==> config.mk <==
export PLATFORM = sky130hd
export DESIGN_NAME = obbpq_ctrl
export DESIGN_NICKNAME = d
export VERILOG_FILES = /design/src/hdl/obbpq_pkg.sv /design/src/hdl/obbpq_ctrl.sv
export SDC_FILE = /design/constraint.sdc
export NUM_CORES = 1
export LEC_CHECK = 0
export ABC_CLOCK_PERIOD_IN_PS = 1300
export BUFFER_PORTS_ARGS = -buffer_cell sky130_fd_sc_hd__buf_4
export CORE_AREA = 8 8 45 47
export CTS_CLUSTER_SIZE = 25
export DETAILED_ROUTE_END_ITERATION = 12
export DIE_AREA = 0 0 53 55
export GPL_TIMING_DRIVEN = 0
export PLACE_DENSITY_LB_ADDON = 0.3
export SYNTH_ARGS = -nofsm -noshare
export SYNTH_HDL_FRONTEND = slang
export SYNTH_SLANG_ARGS = --single-unit
==> constraint.sdc <==
create_clock -name aclk -period 1.3 [get_ports aclk]
set_input_delay 0.325 -clock aclk [delete_from_list [all_inputs] [get_ports aclk]]
set_output_delay 0.325 -clock aclk [all_outputs]
set_load 0.1 [all_outputs]
==> src/hdl/obbpq_pkg.sv <==
// ----------------------------------------------------------------------------
// obbpq_pkg
// Shared types and constants for the oriented box point query and grow unit.
// ----------------------------------------------------------------------------
package obbpq_pkg;

    // field widths
    localparam int COORD_W   = 32;               // Q16.16 coordinates
    localparam int HALF_W    = 31;               // unsigned half extents
    localparam int AXIS_W    = 16;               // Q1.14 axis components
    localparam int AXIS_FRAC = 14;
    localparam int CFG_ADDR_W = 3;
    localparam int CFG_DATA_W = 32;

    // dot product unit widths
    localparam int DOT_W     = 36;               // widest operand (half gap)
    localparam int PROD_W    = DOT_W + AXIS_W;
    localparam int ACC_W     = PROD_W + 1;
    localparam int DOT_RES_W = ACC_W - AXIS_FRAC;

    // working widths
    localparam int DIFF_W  = COORD_W + 1;        // point minus center
    localparam int PROJ_W  = 36;                 // local projection
    localparam int NEAR_W  = 36;                 // nearest point, unsaturated
    localparam int GAP_W   = 36;                 // half gap
    localparam int CSUM_W  = COORD_W + 5;        // center plus half gap
    localparam int HSUM_W  = DOT_RES_W + 1;      // extent plus local gap

    localparam int IN_DATA_W  = 2 * COORD_W;
    localparam int OUT_DATA_W = 1 + 4 * COORD_W + 2 * HALF_W + 1;

    localparam logic [AXIS_W-1:0] AXIS_COS_RST = AXIS_W'(16384);

    // configuration register indexes
    localparam logic [CFG_ADDR_W-1:0] REG_CENTER_X    = 3'd0;
    localparam logic [CFG_ADDR_W-1:0] REG_CENTER_Y    = 3'd1;
    localparam logic [CFG_ADDR_W-1:0] REG_HALF_WIDTH  = 3'd2;
    localparam logic [CFG_ADDR_W-1:0] REG_HALF_HEIGHT = 3'd3;
    localparam logic [CFG_ADDR_W-1:0] REG_AXIS_COS    = 3'd4;
    localparam logic [CFG_ADDR_W-1:0] REG_AXIS_SIN    = 3'd5;
    localparam logic [CFG_ADDR_W-1:0] REG_GROW_EN     = 3'd6;

    typedef enum logic [3:0] {
        ST_IDLE,
        ST_PI,
        ST_PJ,
        ST_CLAMP,
        ST_NX,
        ST_NY,
        ST_GAP,
        ST_GI,
        ST_GJ,
        ST_UPD,
        ST_OUT
    } ctrl_state_t;

    typedef enum logic [2:0] {
        DOT_PI,
        DOT_PJ,
        DOT_NX,
        DOT_NY,
        DOT_GI,
        DOT_GJ
    } dot_op_t;

    typedef struct packed {
        logic    accept;
        dot_op_t dot_op;
        logic    ld_pi;
        logic    ld_pj;
        logic    ld_clamp;
        logic    ld_offx;
        logic    ld_offy;
        logic    ld_gap;
        logic    ld_gi;
        logic    ld_gj;
        logic    ld_upd;
        logic    ld_out;
    } cmd_t;

    typedef struct packed {
        logic grow;
        logic out_busy;
    } status_t;

endpackage

==> src/hdl/obbpq_ctrl.sv <==
// ----------------------------------------------------------------------------
// obbpq_ctrl
// Sequencer: walks one point through projection, clamp, nearest point and
// the optional grow, then hands the result to the output register.
// ----------------------------------------------------------------------------
module obbpq_ctrl (
    input  logic                  aclk,
    input  logic                  aresetn,
    input  logic                  s_tvalid,
    output logic                  s_tready,
    input  obbpq_pkg::status_t    status,
    output obbpq_pkg::cmd_t       cmd
);

    obbpq_pkg::ctrl_state_t state_reg, state_next;

    always_ff @(posedge aclk) begin
        if (!aresetn) begin
            state_reg <= obbpq_pkg::ST_IDLE;
        end else begin
            state_reg <= state_next;
        end
    end

    always_comb begin
        state_next = state_reg;
        case (state_reg)
            obbpq_pkg::ST_IDLE: begin
                if (s_tvalid) begin
                    state_next = obbpq_pkg::ST_PI;
                end
            end
            obbpq_pkg::ST_PI:    state_next = obbpq_pkg::ST_PJ;
            obbpq_pkg::ST_PJ:    state_next = obbpq_pkg::ST_CLAMP;
            obbpq_pkg::ST_CLAMP: state_next = obbpq_pkg::ST_NX;
            obbpq_pkg::ST_NX:    state_next = obbpq_pkg::ST_NY;
            obbpq_pkg::ST_NY:    state_next = obbpq_pkg::ST_GAP;
            obbpq_pkg::ST_GAP: begin
                state_next = status.grow ? obbpq_pkg::ST_GI : obbpq_pkg::ST_OUT;
            end
            obbpq_pkg::ST_GI:    state_next = obbpq_pkg::ST_GJ;
            obbpq_pkg::ST_GJ:    state_next = obbpq_pkg::ST_UPD;
            obbpq_pkg::ST_UPD:   state_next = obbpq_pkg::ST_OUT;
            obbpq_pkg::ST_OUT: begin
                if (!status.out_busy) begin
                    state_next = obbpq_pkg::ST_IDLE;
                end
            end
            default: state_next = obbpq_pkg::ST_IDLE;
        endcase
    end

    always_comb begin
        cmd      = '0;
        s_tready = 1'b0;
        cmd.dot_op = obbpq_pkg::DOT_PI;
        case (state_reg)
            obbpq_pkg::ST_IDLE: begin
                s_tready   = 1'b1;
                cmd.accept = s_tvalid;
            end
            obbpq_pkg::ST_PI: begin
                cmd.dot_op = obbpq_pkg::DOT_PI;
                cmd.ld_pi  = 1'b1;
            end
            obbpq_pkg::ST_PJ: begin
                cmd.dot_op = obbpq_pkg::DOT_PJ;
                cmd.ld_pj  = 1'b1;
            end
            obbpq_pkg::ST_CLAMP: begin
                cmd.ld_clamp = 1'b1;
            end
            obbpq_pkg::ST_NX: begin
                cmd.dot_op  = obbpq_pkg::DOT_NX;
                cmd.ld_offx = 1'b1;
            end
            obbpq_pkg::ST_NY: begin
                cmd.dot_op  = obbpq_pkg::DOT_NY;
                cmd.ld_offy = 1'b1;
            end
            obbpq_pkg::ST_GAP: begin
                cmd.ld_gap = 1'b1;
            end
            obbpq_pkg::ST_GI: begin
                cmd.dot_op = obbpq_pkg::DOT_GI;
                cmd.ld_gi  = 1'b1;
            end
            obbpq_pkg::ST_GJ: begin
                cmd.dot_op = obbpq_pkg::DOT_GJ;
                cmd.ld_gj  = 1'b1;
            end
            obbpq_pkg::ST_UPD: begin
                cmd.ld_upd = 1'b1;
            end
            obbpq_pkg::ST_OUT: begin
                cmd.ld_out = !status.out_busy;
            end
            default: begin
            end
        endcase
    end

endmodule

# Yosys cells after proc, flatten, opt, wreduce, memory -nomap -nowiden
# Cells that the tools add are included.
dict set report totals {
  reg_bits 4
  in_bits 5
  output_inout_bits 15
}
dict set report classes {
  eq_ne 12
  mux 17
  n_reduce_logical 3
}
# operator n
set ops {}
lappend ops {{$pmux W4 S11} 1}
lappend ops {{$eq A4 B3 Y1 const B} 4}
lappend ops {{$pmux W3 S5} 1}
lappend ops {{$eq A4 B4 Y1 const B} 3}
lappend ops {{$mux W1} 12}
lappend ops {{$mux W4} 3}
lappend ops {{$eq A4 B2 Y1 const B} 2}
lappend ops {{$eq A4 B1 Y1 const B} 1}
lappend ops {{$logic_not A4 Y1} 1}
lappend ops {{$ne A2 B2 Y1 const B} 2}
lappend ops {{$reduce_and A2 Y1} 1}
lappend ops {{$logic_not A1 Y1} 1}

# Longest topological paths before layout
# Gate-level depths: netlist of the first run.
dict set report depth {
  ltp_word 3
  ltp_mapped 4
  depth_no_buf 3
}

# Worst setup path before layout of the first run
# Ideal clock, no wire load.
dict set report synth_timing {
  path_type {register to output}
  start {reg state_reg[1]}
  end {out cmd[10] (netlist bit)}
  arrival_time_ns 2.892
  setup_slack_ns -1.917
  path_stages_with_launch 4
  path_cell_list {dfxtp_1 buf_4 xnor2_1 o32ai_1}
}
# element line
set synth_lines {}
lappend synth_lines {{start: declaration} obbpq_ctrl.sv:15} ;# obbpq_pkg::ctrl_state_t state_reg, state_next;
lappend synth_lines {{start signal: assignment} obbpq_ctrl.sv:19} ;# state_reg <= obbpq_pkg::ST_IDLE;
lappend synth_lines {{start signal: assignment} obbpq_ctrl.sv:21} ;# state_reg <= state_next;
lappend synth_lines {{end: declaration} obbpq_ctrl.sv:12} ;# output obbpq_pkg::cmd_t cmd

==> summary.txt, run 1 <==
Clock network
  – TritonCTS clock tree: yes
  – Total clock sinks: 4
  – Total CTS buffers: 3
  – Clock root cell: clkbuf_4
  – Clock Latency Late Sink: 0.25 ns
  – Hold Buf Count CTS: 0
  – Clock Path Buffers: 2
  – H-Tree Depth: 1
  – Worst-path clk slew: 0.04 ns

Die
  – Die ar.: 2920 um^2
  – Ports: 20
  – Core Box Area: 1380 um^2
  – Row cnt: 14
  – Initial Util: 24.9%
  – DIE WIDTH: 53 um
  – Die Span Y: 55 um

Yosys
  – Asr flop ratio synth: 0%
  – Distinct cells, synth: 25
  – Seq cells post-synth: 4
  – Post-Synthesis Net Count: 52
  – Synthesis Warnings: 0
  – Sequential element share of the synthesized area: 23.3%
  – Top FF cell, synth: dfxtp_1
  – Post-synth EDFFs: 0
  – Syn Inst Count: 47
  – Avg Cell Area, Syn: 7.32 um^2
  – Post-Syn Area: 344 um^2

Pwr
  – Reg power frac: 15.8%
  – Total power: 0.895 mW
  – Max IR drop VDD: 644 uV
  – Pwr/cell area: 777 nW/um^2
  – P_sw: 0.407 mW
  – Clock power share: 18.3%
  – Sw frac: 45.5%
  – Int Pwr: 0.488 mW
  – Combinational Power Share: 66.0%
  – Static Leak: 0.465 nW

Critical path
  – Crit path cell chain: buf_12, nand2b_4, nor3_4, buf_12
  – Kind of critical path: flip-flop to primary output
  – Worst EP required: 0.98 ns
  – CP max stage cell: dfxtp_2
  – Crit Path Max Fanout: 7
  – Worst EP arrival: 1.39 ns
  – CP Launch Type: flip-flop
  – CP dominant cell by count: buf_12
  – Crit end category: primary output
  – Slowest Stage Delay on Critical Path: 0.33 ns

STA
  – Final setup fails: 15
  – Fin crit share: 132%
  – Worst-Margin Slew: 0.281 ns
  – Worst setup margin: -0.410 ns
  – Clock skew: 0.0110 ns
  – Final Hold Viols: 0
  – Slew Viols, Final: 0
  – Min Tclk post-route: 1.71 ns
  – Max Fclk: 0.585 GHz
  – RSZ-0062 raised after global routing: yes
  – Slew HR: 81.1%

GRT
  – First-pass GRT wire length: 2220 um
  – Antenna violations before repair: 0
  – Total track usage: 10.4%
  – Gr ovfl total: 0
  – Number of global-route vias before repair: 494
  – Largest net degree at the start of global routing: 8

Detailed routing
  – DRC Markers: 0
  – Avg WL per Cell: 18.7 um
  – Initial DRC Count: 6
  – Highest routed layer: met4
  – Met3 wire len: 118 um
  – Wire length on met1: 668 um
  – Post-DRT Antenna Nets: 0
  – WL met2: 1140 um
  – Drt pass-1 iters: 4
  – DRT Wirelength: 1970 um
  – Vias: 526
  – Vias per std cell: 5.01

Cells and area
  – Fin util: 83.3%
  – Max FFs per register: 4
  – Diodes inserted: 0
  – Register area: 92.6 um^2
  – Nets: 96
  – Fill cells: 72
  – Layout cell share with drive strength beyond 1: 82.0%
  – Layout area overhead: 235%
  – Multi-input logic area: 410 um^2

Placement
  – Hpwl dp: 861 um
  – Port bufs: 19
  – Placer Congestion: 0.726

Status
  – Status: complete, but fails checks
  – Failing checks: negative setup slack

Hold path
  – Hold crit path type: input pin to flip-flop

Job
  – Max Cap Viol: 0
==> layout by cell type (no fill, tap or decap), drive strengths merged <==
cell type	count
buf	42
a21o	1
nand2b	6
inv	2
a211o	1
dfxtp	4
nor4	1
clkbuf	3
o21ai	2
nor2b	1
and2	1
o31ai	1
nor3b	1
nor2	9
or2	2
o32ai	1
nor4b	1
a21oi	1
xnor2	1
nand2	3
nor3	5
==> final cells by class <==
| type | count | share of cell area, % |
|---|---|---|
| flip-flops and latches | 4 | 8.03 |
| well taps | 16 | 1.74 |
| inverters | 2 | 0.651 |
| repair buffers | 40 | 48.5 |
| plain buffers | 2 | 3.47 |
| clock buffers | 3 | 1.95 |
| multi-input cells | 38 | 35.6 |
==> metal layers <==
metal  GRT usage (%)  vias up
li1                -      249
met2            21.5       19
met1            9.02      254
met3            3.74        4
met4            2.59        0
met5               0        -
==> worst paths after layout <==
kind	start	end	slack, ns	depth (start not counted)
worst max-delay path	state_reg[0]	cmd[0]	-0.41	4
worst max register to register	state_reg[1]	state_reg[3]	0	6
worst min-delay path	aresetn	state_reg[0]	0.40	3
worst min register to register	state_reg[2]	state_reg[2]	0.63	2
==> cell families after synthesis <==
group	after synthesis	share of synthesized area (%)
AOI/OAI and AO/OA	7	13.8
DFF	4	23.3
xor gates and xnor gates	1	2.55
buffers and inverters	5	9.09
and+or+nand+nor	30	51.3
==> repair_timing <==
item	CTS	global route
setup buffers	11	10
setup endpoints to repair	15	15
pin swaps	8	11
gates resized for setup	66	12
==> metrics by stage <==
step | setup TNS, ns | setup WS [ns] | std cells | hold slack (ns) | area (um^2)
global route | -5.37 | -0.452 | 105 | 0.405 | 1150
global placement | -3.32 | -0.363 | 82 | 0.612 | 623
detailed placement | -3.40 | -0.396 | 82 | 0.611 | 623
CTS | -4.17 | -0.377 | 96 | 0.373 | 1030
floorplan | -7.35 | -0.951 | 47 | 0.490 | 460
finish | -4.81 | -0.410 | 105 | 0.395 | 1150
==> synthesized netlist by cell type, types with 2 or more instances <==
| cell type | count | area share (%) |
|---|---|---|
| dfxtp_1 | 4 | 23 |
| inv_1 | 2 | 2.2 |
| nand2_1 | 3 | 3.3 |
| nand2b_1 | 6 | 11 |
| nor2_1 | 8 | 8.7 |
| nor3_1 | 3 | 4.4 |
| nor3_2 | 2 | 5.8 |
| o21ai_0 | 2 | 2.9 |
==> worst max-delay path, delay by kind of cell (launching register included) <==
family                 cells  cell delay (ns)
buffers and inverters      2             0.36
AND/OR/NAND/NOR            2             0.44
flip-flops                 1             0.33
==> power groups by stage <==
stage / Clock [mW] / Sequential (mW) / Combinational, mW
6_report: 0.163 / 0.141 / 0.591
5_1_grt: 0.173 / 0.142 / 0.611
4_1_cts: 0.158 / 0.139 / 0.525
3_5_place_dp: 0 / 0.145 / 0.367
3_3_place_gp: 0 / 0.144 / 0.365
2_1_floorplan: 0 / 0.143 / 0.304
(Power assumes the default switching activity.)
==> run 2, diff against run 1 <==
Settings changed: CORE_AREA 8 8 45 47 to 2 2 39 41, DIE_AREA 0 0 53 55 to 0 0 41 43, REMOVE_ABC_BUFFERS from default to 1.
==> summary.txt, run 2 (same netlist as run 1, synthesis figures left out) <==
Status
  – Status: complete, but fails checks
  – Failing checks: negative setup slack

Critical path
  – Slowest Stage Delay on Critical Path: 0.36 ns (+0.03 ns)
  – Worst setup startpoint: state_reg[2]
  – CP max stage cell: dfxtp_4
  – Crit path cell chain: or2_4, nor3_4, and2_4, buf_12
  – Crit Reg-Reg Startpoint: state_reg[3]
  – Crit end category: primary output
  – Worst EP arrival: 1.36 ns (-0.03 ns)
  – Kind of critical path: flip-flop to primary output
  – CP Launch Type: flip-flop
  – Crit Path Max Fanout: 6 (-1)
  – Worst EP required: 0.98 ns (about the same)

Cells and area
  – Fin util: 77.0% (-6.2 points)
  – Layout area overhead: 210%
  – Register area: 95.1 um^2 (+2.7%)
  – Multi-input logic area: 389 um^2 (-5.2%)
  – Commonest non-fill, non-tap cell in the layout: buf_12
  – Fill cells: 78 (+8.3%)
  – Nets: 93 (-3.1%)
  – Commonest non-fill, non-tap cells in the layout: 17 x buf_12, 15 x buf_4, 8 x nor2_4
  – Layout cell share with drive strength beyond 1: 80.2% (-1.8 points)
  – Diodes inserted: 0 (unchanged)
  – Max FFs per register: 4 (unchanged)

Detailed routing
  – Vias per std cell: 5.06 (+0.98%)
  – Avg WL per Cell: 16.9 um (-9.8%)
  – Vias: 516 (-1.9%)
  – DRT Wirelength: 1720 um (-12%)
  – Post-DRT Antenna Nets: 0 (unchanged)
  – DRC Markers: 0 (unchanged)
  – Initial DRC Count: 6 (unchanged)
  – Drt pass-1 iters: 4 (unchanged)

Clock network
  – Clock root cell: clkbuf_4
  – Hold Buf Count CTS: 0 (unchanged)
  – TritonCTS clock tree: yes
  – Total clock sinks: 4 (unchanged)
  – Clock Path Buffers: 2 (unchanged)
  – H-Tree Depth: 1 (unchanged)
  – Clock Latency Late Sink: 0.23 ns (-0.02 ns)
  – Total CTS buffers: 3 (unchanged)
  – Worst-path clk slew: 0.03 ns (about the same)

Pwr
  – Static Leak: 0.422 nW (-9.1%)
  – Combinational Power Share: 63.3% (-2.7 points)
  – P_sw: 0.374 mW (-8.1%)
  – Max IR drop VDD: 426 uV (-34%)
  – Pwr/cell area: 771 nW/um^2 (-0.78%)
  – Sw frac: 45.5% (+0.060 points)
  – Reg power frac: 18.8% (+3.0 points)
  – Clock power share: 17.9% (-0.4 points)
  – Int Pwr: 0.448 mW (-8.3%)

STA
  – Slew Viols, Final: 0 (unchanged)
  – Worst setup margin: -0.387 ns (+0.0233 ns)
  – Hold slack: 0.410 ns (+0.0148 ns)
  – Worst-Margin Slew: 0.269 ns (-0.0120 ns)
  – RSZ-0062 raised after global routing: yes
  – Final Hold Viols: 0 (unchanged)
  – Max Fclk: 0.593 GHz (+1.4%)
  – Clock skew: 0.0000187 ns (-0.0110 ns)
  – Fin crit share: 130% (-1.8 points)
  – Min Tclk post-route: 1.69 ns (-0.0233 ns)
  – Final setup fails: 15 (unchanged)
  – Slew HR: 81.9% (+0.78 points)

GRT
  – Number of global-route vias before repair: 452 (-8.5%)
  – Total track usage: 16.4% (+6.0 points)
  – First-pass GRT wire length: 1950 um (-12%)
  – Gr ovfl total: 0 (unchanged)
  – Largest net degree at the start of global routing: 11 (+3)
  – Antenna violations before repair: 0 (unchanged)

Die
  – DIE WIDTH: 41 um (-23%)
  – Core Box Area: 1380 um^2 (unchanged)
  – Die Span Y: 43 um (-22%)
  – Die ar.: 1760 um^2 (-40%)
  – Row cnt: 14 (unchanged)
  – Ports: 20 (unchanged)
  – Initial Util: 24.9% (unchanged)

Job
  – Max Cap Viol: 0 (unchanged)

Placement
  – Placer Congestion: 0.678 (-6.5%)
  – Hpwl dp: 642 um (-25%)
  – Port bufs: 19 (unchanged)

Hold path
  – Hold crit path type: input pin to flip-flop
  – Hold Startpoint: aresetn
==> run 2: power by group through the flow <==
stage / clock, mW / combinational [mW] / sequential, mW
2_1_floorplan: 0 / 0.233 / 0.151
5_1_grt: 0.164 / 0.538 / 0.156
3_5_place_dp: 0 / 0.288 / 0.158
3_3_place_gp: 0 / 0.287 / 0.158
6_report: 0.147 / 0.520 / 0.154
4_1_cts: 0.157 / 0.448 / 0.154
==> run 2: stage by stage <==
step	std cells	total power, mW	area, um^2	TNS [ns]	worst slack (ns)
final	102	0.822	1070	-4.69	-0.387
after global routing	102	0.857	1070	-5.24	-0.424
after CTS	94	0.760	895	-3.95	-0.357
after detailed placement	79	0.445	483	-3.16	-0.363
after global placement	79	0.445	483	-3.15	-0.365
after floorplan	44	0.384	320	-17.45	-1.95
==> run 2: layout make-up <==
| class | count | share of cell area (%) |
|---|---|---|
| clock buffer | 3 | 2.11 |
| timing repair buffer | 39 | 49.9 |
| multi-input combinational | 38 | 36.5 |
| inverter | 2 | 0.704 |
| tap | 16 | 1.88 |
| sequential | 4 | 8.92 |
==> run 2: path summary, 6_finish.rpt <==
kind                                      to  slack [ns]  depth (start not counted)
worst max-delay path                 cmd[13]       -0.39                          4
worst min-delay path            state_reg[0]        0.41                          3
worst max register to register  state_reg[3]        0.15                          5
worst min register to register  state_reg[2]        0.63                          2
==> run 2: worst max-delay path: cells and delay by family (launching register included) <==
family | cells | cell delay [ns]
buf+inv | 1 | 0.16
flops | 1 | 0.36
simple gates | 3 | 0.60
==> run 2: routing by layer <==
metal | track usage (%) | share of wire [%] | up-vias
met4 | 10.0 | 1.6 | 0
li1 | - | - | 242
met3 | 1.57 | 4.4 | 4
met5 | 0 | 0 | -
met2 | 26.9 | 54 | 24
met1 | 19.0 | 40 | 246
==> run 2: repair_timing <==
item,4_1_cts,5_1_grt
endpoints found under the setup margin,15,15
setup buffers,12,8
endpoints found under the hold margin,0,0
pin swaps,4,6
resized for setup,68,24
gates cloned,0,0
